$ cat src/hw/rtl/cms_pkg.sv
// Package for the CoAP message serializer: opcodes, header constants,
// the per-item burst record and the option nibble helper. No dependencies.
`default_nettype none

package cms_pkg;

  typedef enum logic [1:0] {
    OP_BEGIN   = 2'd0,
    OP_OPTION  = 2'd1,
    OP_DATA    = 2'd2,
    OP_PAYLOAD = 2'd3
  } opcode_t;

  localparam logic [7:0]  HDR_FIRST     = 8'h40;  // version 1, CON, no token
  localparam logic [7:0]  HDR_CODE_POST = 8'h02;
  localparam logic [7:0]  PAYLOAD_MARK  = 8'hFF;
  localparam logic [15:0] EXT1_BASE     = 16'd13;
  localparam logic [15:0] EXT2_BASE     = 16'd269;
  localparam logic [3:0]  NIB_EXT1      = 4'd13;
  localparam logic [3:0]  NIB_EXT2      = 4'd14;
  localparam logic [15:0] CAPACITY_RST  = 16'd512;
  localparam int          MAX_RESULTS   = 5;

  // One accepted item, worked out: the results it causes and the new state.
  typedef struct packed {
    logic                        emit;      // item causes at least one result
    logic                        fail;      // single no-space status result
    logic [2:0]                  cnt;       // results, 1..5
    logic [MAX_RESULTS-1:0][7:0] bytes;
    logic [15:0]                 base_len;  // message length before first byte
    logic [15:0]                 next_len;
    logic [15:0]                 next_opt;
  } plan_t;

  function automatic logic [3:0] nibble_of(input logic [15:0] v);
    logic [3:0] n;
    if (v < EXT1_BASE) begin
      n = v[3:0];
    end else if (v < EXT2_BASE) begin
      n = NIB_EXT1;
    end else begin
      n = NIB_EXT2;
    end
    return n;
  endfunction

  // Number of extended bytes for a delta or length value.
  function automatic logic [1:0] ext_count(input logic [15:0] v);
    logic [1:0] c;
    if (v < EXT1_BASE) begin
      c = 2'd0;
    end else if (v < EXT2_BASE) begin
      c = 2'd1;
    end else begin
      c = 2'd2;
    end
    return c;
  endfunction

endpackage

`default_nettype wire

$ cat src/hw/rtl/cms_encoder.sv
// Item encoder: turns one input word plus the running message state into
// the list of bytes to send, the space check and the next state. Uses cms_pkg.
`default_nettype none

module cms_encoder
  import cms_pkg::*;
(
  input  wire logic [1:0]  opcode,
  input  wire logic [15:0] msg_id,
  input  wire logic [15:0] opt_num,
  input  wire logic [15:0] item_length,
  input  wire logic [7:0]  data_byte,
  input  wire logic [15:0] capacity,
  input  wire logic [15:0] message_length,
  input  wire logic [15:0] last_option,
  output plan_t            plan
);

  logic [15:0] delta;
  logic [1:0]  dn;
  logic [1:0]  ln;
  logic [15:0] d_ext;
  logic [15:0] l_ext;
  logic [17:0] need_total;
  logic [2:0]  opt_cnt;
  logic [MAX_RESULTS-1:0][7:0] opt_bytes;

  assign delta = opt_num - last_option;
  assign dn    = ext_count(delta);
  assign ln    = ext_count(item_length);
  assign d_ext = (dn == 2'd2) ? (delta - EXT2_BASE) : (delta - EXT1_BASE);
  assign l_ext = (ln == 2'd2) ? (item_length - EXT2_BASE) : (item_length - EXT1_BASE);
  assign opt_cnt = 3'd1 + {1'b0, dn} + {1'b0, ln};

  // Nibble byte, then extended delta bytes, then extended length bytes.
  always_comb begin
    opt_bytes    = '0;
    opt_bytes[0] = {nibble_of(delta), nibble_of(item_length)};
    unique case (dn)
      2'd1:    opt_bytes[1] = d_ext[7:0];
      2'd2:    begin
        opt_bytes[1] = d_ext[15:8];
        opt_bytes[2] = d_ext[7:0];
      end
      default: ;
    endcase
    unique case (ln)
      2'd1:    opt_bytes[3'd1 + {1'b0, dn}] = l_ext[7:0];
      2'd2:    begin
        opt_bytes[3'd1 + {1'b0, dn}] = l_ext[15:8];
        opt_bytes[3'd2 + {1'b0, dn}] = l_ext[7:0];
      end
      default: ;
    endcase
  end

  always_comb begin
    plan          = '0;
    plan.emit     = 1'b1;
    plan.base_len = message_length;
    plan.next_len = message_length;
    plan.next_opt = last_option;
    need_total    = {2'b0, message_length} + 18'd1;
    unique case (opcode_t'(opcode))
      OP_BEGIN: begin
        plan.base_len = '0;
        plan.next_opt = '0;
        plan.fail     = (capacity < 16'd4);
        plan.cnt      = 3'd4;
        plan.bytes[0] = HDR_FIRST;
        plan.bytes[1] = HDR_CODE_POST;
        plan.bytes[2] = msg_id[15:8];
        plan.bytes[3] = msg_id[7:0];
        plan.next_len = plan.fail ? 16'd0 : 16'd4;
      end
      OP_OPTION: begin
        need_total    = {2'b0, message_length} + {15'b0, opt_cnt} + {2'b0, item_length};
        plan.fail     = (need_total > {2'b0, capacity});
        plan.cnt      = opt_cnt;
        plan.bytes    = opt_bytes;
        if (!plan.fail) begin
          plan.next_len = message_length + {13'b0, opt_cnt};
          plan.next_opt = opt_num;
        end
      end
      OP_DATA: begin
        plan.fail     = (need_total > {2'b0, capacity});
        plan.cnt      = 3'd1;
        plan.bytes[0] = data_byte;
        if (!plan.fail) plan.next_len = message_length + 16'd1;
      end
      OP_PAYLOAD: begin
        need_total    = {2'b0, message_length} + 18'd1 + {2'b0, item_length};
        plan.emit     = (item_length != 16'd0);
        plan.fail     = (need_total > {2'b0, capacity});
        plan.cnt      = 3'd1;
        plan.bytes[0] = PAYLOAD_MARK;
        if (!plan.fail && plan.emit) plan.next_len = message_length + 16'd1;
      end
      default: ;
    endcase
    if (plan.fail) plan.cnt = 3'd1;
  end

endmodule

`default_nettype wire

$ cat src/hw/rtl/coap_message_serializer_core.sv
// Top level of the CoAP message serializer: APB capacity register, message
// state, burst register and output sequencing. Uses cms_pkg and cms_encoder.
//
// Each accepted word is encoded in the cycle it is taken and loaded into a
// burst register that doubles as the output register; the burst then leaves
// one result per cycle while out_ready is high. A data byte or payload
// marker is one result, an option header 1 to 5 results (nibble byte plus
// extended bytes), a begin 4, a no-space status one, and an empty payload
// start none. The next word is taken in the same cycle as the last result
// of a burst, so byte streams run at one word per cycle while out_ready
// stays high. The capacity register sits at byte address 0, resets to 512.
`default_nettype none

module coap_message_serializer_core
  import cms_pkg::*;
(
  input  wire logic        clk,
  input  wire logic        rst,
  // APB configuration port
  input  wire logic        psel,
  input  wire logic        penable,
  input  wire logic        pwrite,
  input  wire logic [2:0]  paddr,
  input  wire logic [31:0] pwdata,
  output      logic [31:0] prdata,
  output      logic        pready,
  // input channel
  input  wire logic        in_valid,
  output      logic        in_ready,
  input  wire logic [1:0]  opcode,
  input  wire logic [15:0] msg_id,
  input  wire logic [15:0] opt_num,
  input  wire logic [15:0] item_length,
  input  wire logic [7:0]  data_byte,
  // output channel
  output      logic        out_valid,
  input  wire logic        out_ready,
  output      logic [7:0]  out_byte,
  output      logic        byte_valid,
  output      logic        last,
  output      logic        status,
  output      logic [15:0] msg_length
);

  logic [15:0] capacity;
  logic [15:0] message_length;
  logic [15:0] last_option;
  logic        busy;
  logic [2:0]  idx;
  plan_t       burst;
  plan_t       plan;
  logic        in_fire;
  logic        out_fire;
  logic        cfg_write;

  // Register index is the word address; only index 0 exists.
  assign cfg_write = psel && penable && pwrite && pready;
  assign pready    = 1'b1;
  assign prdata    = (paddr[2] == 1'b0) ? {16'b0, capacity} : 32'b0;

  always_ff @(posedge clk) begin
    if (rst) begin
      capacity <= CAPACITY_RST;
    end else if (cfg_write && paddr[2] == 1'b0) begin
      capacity <= pwdata[15:0];
    end
  end

  cms_encoder u_encoder (
    .opcode         (opcode),
    .msg_id         (msg_id),
    .opt_num        (opt_num),
    .item_length    (item_length),
    .data_byte      (data_byte),
    .capacity       (capacity),
    .message_length (message_length),
    .last_option    (last_option),
    .plan           (plan)
  );

  assign out_valid = busy;
  assign last      = (idx == burst.cnt - 3'd1);
  assign out_fire  = out_valid && out_ready;
  assign in_ready  = !busy || (out_ready && last);
  assign in_fire   = in_valid && in_ready;

  assign status     = burst.fail;
  assign byte_valid = !burst.fail;
  assign out_byte   = burst.fail ? 8'h00 : burst.bytes[idx];
  assign msg_length = burst.fail ? burst.base_len
                                 : burst.base_len + {13'b0, idx} + 16'd1;

  always_ff @(posedge clk) begin
    if (rst) begin
      message_length <= '0;
      last_option    <= '0;
    end else if (in_fire) begin
      message_length <= plan.next_len;
      last_option    <= plan.next_opt;
    end
  end

  always_ff @(posedge clk) begin
    if (rst) begin
      busy <= 1'b0;
      idx  <= '0;
    end else if (in_fire) begin
      busy <= plan.emit;
      idx  <= '0;
    end else if (out_fire) begin
      // advance through the burst, drop busy after its last word
      if (last) begin
        busy <= 1'b0;
      end else begin
        idx <= idx + 3'd1;
      end
    end
  end

  // Burst payload: loaded on accept, held until the burst drains.
  always_ff @(posedge clk) begin
    if (in_fire) begin
      burst <= plan;
    end
  end

endmodule

`default_nettype wire
$ cat config.mk
export PLATFORM = sky130hd
export DESIGN_NAME = coap_message_serializer_core
export DESIGN_NICKNAME = d
export VERILOG_FILES = /design/src/hw/rtl/cms_pkg.sv /design/src/hw/rtl/cms_encoder.sv /design/src/hw/rtl/coap_message_serializer_core.sv
export SDC_FILE = /design/constraint.sdc
export NUM_CORES = 1
export LEC_CHECK = 0
export BUFFER_PORTS_ARGS = -buffer_cell sky130_fd_sc_hd__buf_2
export CAP_MARGIN = 15
export CORE_MARGIN = 3
export CORE_UTILIZATION = 30
export DETAILED_ROUTE_END_ITERATION = 10
export GPL_TIMING_DRIVEN = 1
export SYNTH_ARGS = -nofsm -noshare
export SYNTH_HDL_FRONTEND = slang
export SYNTH_SLANG_ARGS = --single-unit
$ cat constraint.sdc
create_clock -name clk -period 7.79 [get_ports clk]
set_clock_uncertainty 0.05 [all_clocks]
set_input_delay 0 -clock clk [delete_from_list [all_inputs] [get_ports clk]]
set_output_delay 0 -clock clk [all_outputs]
set_load 0.02 [all_outputs]
# Yosys cells after proc, flatten, opt, wreduce, memory -nomap -nowiden
# Index checks and enable logic that the tools add are counted.
# W data, S select, Z words.
# totals
word_cells,118
register_bits,112
output_inout_bits,62
inputBits,100
# op_classes
n_reduce_logical,23
n_lt_le_gt_ge,13
addsub,18
eq_ne,11
bitwise,2
mux,38
# op_table
cell,n
$bwmux W40,3
$mux W16,6
$pmux W40 S2,1
$pmux W16 S4,1
$gt A18 B16 Y1,3
$demux W8 S3,2
$pmux W24 S2,1
$mux W8,5
$add A18 B16 Y18,2
$add A16 B1 Y16 const B,2
$add A16 B3 Y16,2
$lt A16 B4 Y1 const B,2
$lt A16 B9 Y1 const B,2
$mux W32,1
$pmux W16 S2,1
$pmux W8 S4,1
$sub A16 B4 Y16 const B,2
$sub A16 B9 Y16 const B,2
$bmux W8 S3,1
$add A16 B1 Y17 const B,1
$add A16 B3 Y17,1
$lt A16 B3 Y1 const B,1
$pmux W4 S4,1
$pmux W8 S2,1
other kinds (28),60

# Logic depth before layout (Yosys ltp)
# depth
word_depth,13
mapped_depth,42
ltp_nobuf,39

# Modules after synthesis
# A second synthesis with hierarchy kept.
# unflattened
hier_cells,1416
hier_area_um2,11923.9
# by_module_without_submodules
mod,seq_area_each_um2,cells_per_inst,instances,area_each_um2
cms_encoder,0.0,1032,1,7204.4
coap_message_serializer_core,2842.7,384,1,4719.5

# Worst setup path after synthesis
# Ideal clock, no wire load.
# synth_path
kind,reg-to-reg
startpoint,reg last_option[0]
endpoint,reg last_option[10]
arrival_ns,8.027
required_time_ns,7.675
path_stages_with_launch,40
period_less_slack_ns,8.142
path_slack_ns,-0.352
setup_ns,0.065
path_buffers,2
cell_sequence,dfxtp_1 ha_1 inv_1 fa_1 a211oi_1 o211ai_1 and2_1 nor2_1 nor4_4 nand2b_4 nor3_4 inv_4 buf_6 ha_1 fa_1 inv_1 fa_1 nor2b_1 (+4 left out) ha_1 a21oi_1 o21bai_1 a211oi_1 o31a_1 o21ai_0 a21oi_1 xnor2_1 ha_1 o21ai_0 a21oi_1 a2111oi_0 or2_2 a31o_2 o211ai_1 clkbuf_1 a22oi_1 nor2_1
# synth_between
elab_chain_len,11
elab_cells_between_ends,12
cone_classes,5 x add/sub; 3 x order compare; 1 x eq/ne; 2 x mux; 1 x reduce/logical
# synth_lines
element,line_no,source
start: declaration,coap_message_serializer_core.sv:47,logic [15:0] last_option;
start signal: assignment,coap_message_serializer_core.sv:99,last_option <= plan.next_opt;
$sub A16 B16 Y16 (*),cms_encoder.sv:28,assign delta = opt_num - last_option;
$lt A16 B9 Y1,cms_pkg.sv:52,end else if (v < EXT2_BASE) begin
$mux W2,cms_pkg.sv:52,
$mux W2 (*),cms_pkg.sv:50,if (v < EXT1_BASE) begin
$add A1 B2 Y3 (*),cms_encoder.sv:33,"assign opt_cnt = 3'd1 + {1'b0, dn} + {1'b0, ln};"
$add A3 B2 Y3 (*),cms_encoder.sv:33,
$add A16 B3 Y17 (*),cms_encoder.sv:77,"need_total = {2'b0, message_length} + {15'b0, opt_cnt} + {2'b0, item_length};"
$add A18 B16 Y18 (*),cms_encoder.sv:77,
$gt A18 B16 Y1 (*),cms_encoder.sv:78,"plan.fail = (need_total > {2'b0, capacity});"
$ne A2 B2 Y1 (no line) (*),-,
$reduce_and A3 Y1 (no line) (*),-,
# Mark *: on every way between the ends. The rest lies on a longest branch, timed or not.
# A chain may end at the register's enable or synchronous reset.

==> flow_metrics.tcl <==
set metrics [dict create \
    holdCritPathClass "primary input to register" \
    fp.dieArea_sq_mm 0.0395 \
    areaGrowthSynthToFinish_pct 33.4 \
    cts_sinks 112 \
    vias 11415 \
    grt-ovfl-total 0 \
    ys_seq_area_frac 0.255 \
    synth_ff_type "edfxtp_1" \
    violations "negative setup slack" \
    tightest_slew_ps 909 \
    p_sw_frac 0.353 \
    placed_cells 1968 \
    r2r_setup_slack_ps -270 \
    netlist_instances 1336 \
    cts_buffer_depth 2 \
    port_buffers 126 \
    cts_buffers 9 \
    ys_types 95 \
    yosys_register_bits 112 \
    critPathMaxStageDelay_ps 370 \
    cts_tree "done" \
    fin_ws_ps -271 \
    grt_first_pass_wirelength_um 61900 \
    p_per_area_mw_per_mm2 126 \
    pwr-share-comb 0.381 \
    post-dp-hpwl_um 30200 \
    worst_setup_path_start_kind "register" \
    avgRoutedWirePerCell_um 18.9 \
    drive_above_1_share 0.284 \
    cp-end-kind "register" \
    rr_endpoint "burst[62]" \
    async_flop_share 0 \
    worst_path_max_delay_cell "dfxtp_4" \
    synth.cell_area_sq_mm 0.0111 \
    r2r_cells 56 \
    hold_end "burst[70]" \
    drt-vias-per-instance 5.37 \
    power.total_mw 1.87 \
    grt_pass1_vias 11040 \
    yosysTopAreaCellShare 0.162 \
    power_frac_seq 0.360 \
    htreeDepth 3 \
    synth.avg_cell_area_sq_um 8.34 \
    die_x_um 199 \
    hp-start "msg_id[14]" \
    crit_required_ps 7820 \
    cts_root_buf "clkbuf_16" \
    crit_path_max_fanout 3 \
    r2r-start "last_option[0]" \
    peakVddDrop_mv 0.101 \
    clock.fmax_ghz 0.124 \
    drtAntennaViolNets 0 \
    power_frac_clock 0.259 \
    intPower_mw 1.21 \
    core-area_sq_mm 0.0361 \
    period_share 1.03 \
    hold_depth 3 \
    synth_edf_count 60 \
    ys_top_cells_by_area "edfxtp_1, ha_1, dfxtp_1" \
    setup_tns_ps -5320 \
    grt.total_usage 0.199 \
    fin_crit_ps 8060 \
    drc_errors 0 \
    fin_cells 2124 \
    whs_ps 37.8 \
    rsz0062_at_grt "true" \
    top_level_ports 162 \
    fill_cells 3578 \
    drv_slew 0 \
    synth.most_common_cell "nor2_1" \
    rows 69 \
    leakage_nw 6.30 \
    routed_wl_um 40200 \
    place.gp.congestion 0.952 \
    clk_pin_slew_worst_paths_ps 90 \
    drt-initial-drc-count 867 \
    worstSetupPathType "register to register" \
    grt_max_degree 65 \
    finalHoldViolCount 0 \
    die_h_um 199 \
    status "finished with violations" \
    clkLatencyLatePin_ps 360 \
    dr.pass1.iters 6 \
    synthTopCellsByCount "nor2_1, ha_1, a21oi_1" \
    setup_viol 38 \
    antenna_found_initial 1 \
    crit_arrival_ps 8090 \
    slew_headroom 0.394 \
    maxCapViolCount 0 \
    yosys_warnings 0 \
    yosys.area.top_type "edfxtp_1" \
    nNetsFinal 1878 \
    netSwitchingPower_uw 659 \
    initial_core_util 0.309 \
    path_common_cell "buf_4" \
]
worst max-delay path, delay by kind of cell (launching register included):
family,cells,cell delay [ps]
buffers and inverters,46,5620
AOI/OAI and AO/OA,6,1020
adders and majority gates,2,490
DFF,1,370
and+or+nand+nor,2,220
state kept, by name, indices dropped and copies added, names as in the netlist:
name / flops
burst: 59
capacity: 16
last_option: 16
message_length: 16
idx: 3
out_valid: 1
status: 1
logic make-up (layout without fill, tap and decap cells):
logic type	after synthesis	in the layout	synth area share
and+or+nand+nor	437	437	0.196
DFF	112	112	0.255
buffers and inverters	152	462	0.0593
adders and majority gates	121	121	0.141
muxes	16	16	0.0238
other	2	18	0.000674
xor gates and xnor gates	102	102	0.0809
AOI/OAI and AO/OA	394	395	0.244
final cells by class:
class,count,area [sq um],area share
sequential,112,2850,0.192
timing repair buffer,366,2640,0.178
multi-input combinational,1088,8180,0.550
clock buffer,9,225,0.0152
inverter,80,303,0.0204
clock inverter,7,83.8,0.00564
tap,461,577,0.0388
antenna,1,2.50,0.000168
timing repair:
item / 4_1_cts / 5_1_grt
gates cloned: 3 / 1
pin swaps: 44 / 33
hold buffers: 50 / 0
setup buffers: 79 / 8
endpoints found under the hold margin: 50 / 0
gates resized for setup: 55 / 54
setup endpoints to repair: 35 / 38
worst max path at each step:
stage	slack (ps)	startpoint	end
after global placement	-90	last_option[0]	last_option[0]
after CTS	-20	last_option[0]	last_option[15]
after detailed placement	-200	last_option[0]	last_option[6]
final	-270	last_option[0]	burst[62]
after floorplan	-70	last_option[0]	last_option[10]
after global routing	-520	last_option[0]	message_length[5]
cell usage in the layout, fill, tap and decap left out, drive strengths merged, types with 10 or more instances in the layout:
cell type / count
a211o: 11
a211oi: 19
a21o: 43
a21oi: 105
a22oi: 28
and2: 12
and3: 10
buf: 316
conb: 17
dfxtp: 52
dlygate4sd3: 50
edfxtp: 60
ha: 114
inv: 81
nand2: 101
nand2b: 11
nand3: 35
nand4: 26
nor2: 130
nor2b: 26
nor3: 29
o211ai: 11
o21a: 15
o21ai: 65
o221ai: 10
o22ai: 10
o31ai: 10
or3: 19
xnor2: 57
xor2: 45
power by group through the flow:
stage | sequential (mW) | combinational, mW | clock [mW]
final | 0.673 | 0.713 | 0.484
after floorplan | 0.679 | 0.373 | 0
after global placement | 0.685 | 0.569 | 0
after CTS | 0.673 | 0.676 | 0.494
after global routing | 0.677 | 0.772 | 0.516
after detailed placement | 0.687 | 0.577 | 0
metrics by stage:
stage | utilization | setup slack [ps] | cell area (sq um)
2_1_floorplan | - | -68.5 | 11300
3_3_place_gp | 0.358 | -95.0 | 12900
3_5_place_dp | 0.358 | -200 | 12900
4_1_cts | 0.404 | -23.3 | 14600
5_1_grt | 0.412 | -517 | 14900
6_report | 0.412 | -271 | 14900
layer usage:
layer  routed length [um]  GRT usage  up-vias
met3                 2130     0.0207       73
met4                 1330     0.0651        0
li1                     -          -     5549
met2                17800      0.317      403
met5                    0          0        -
met1                18900      0.282     5390
No activity file was read; power rests on OpenSTA's default activity.
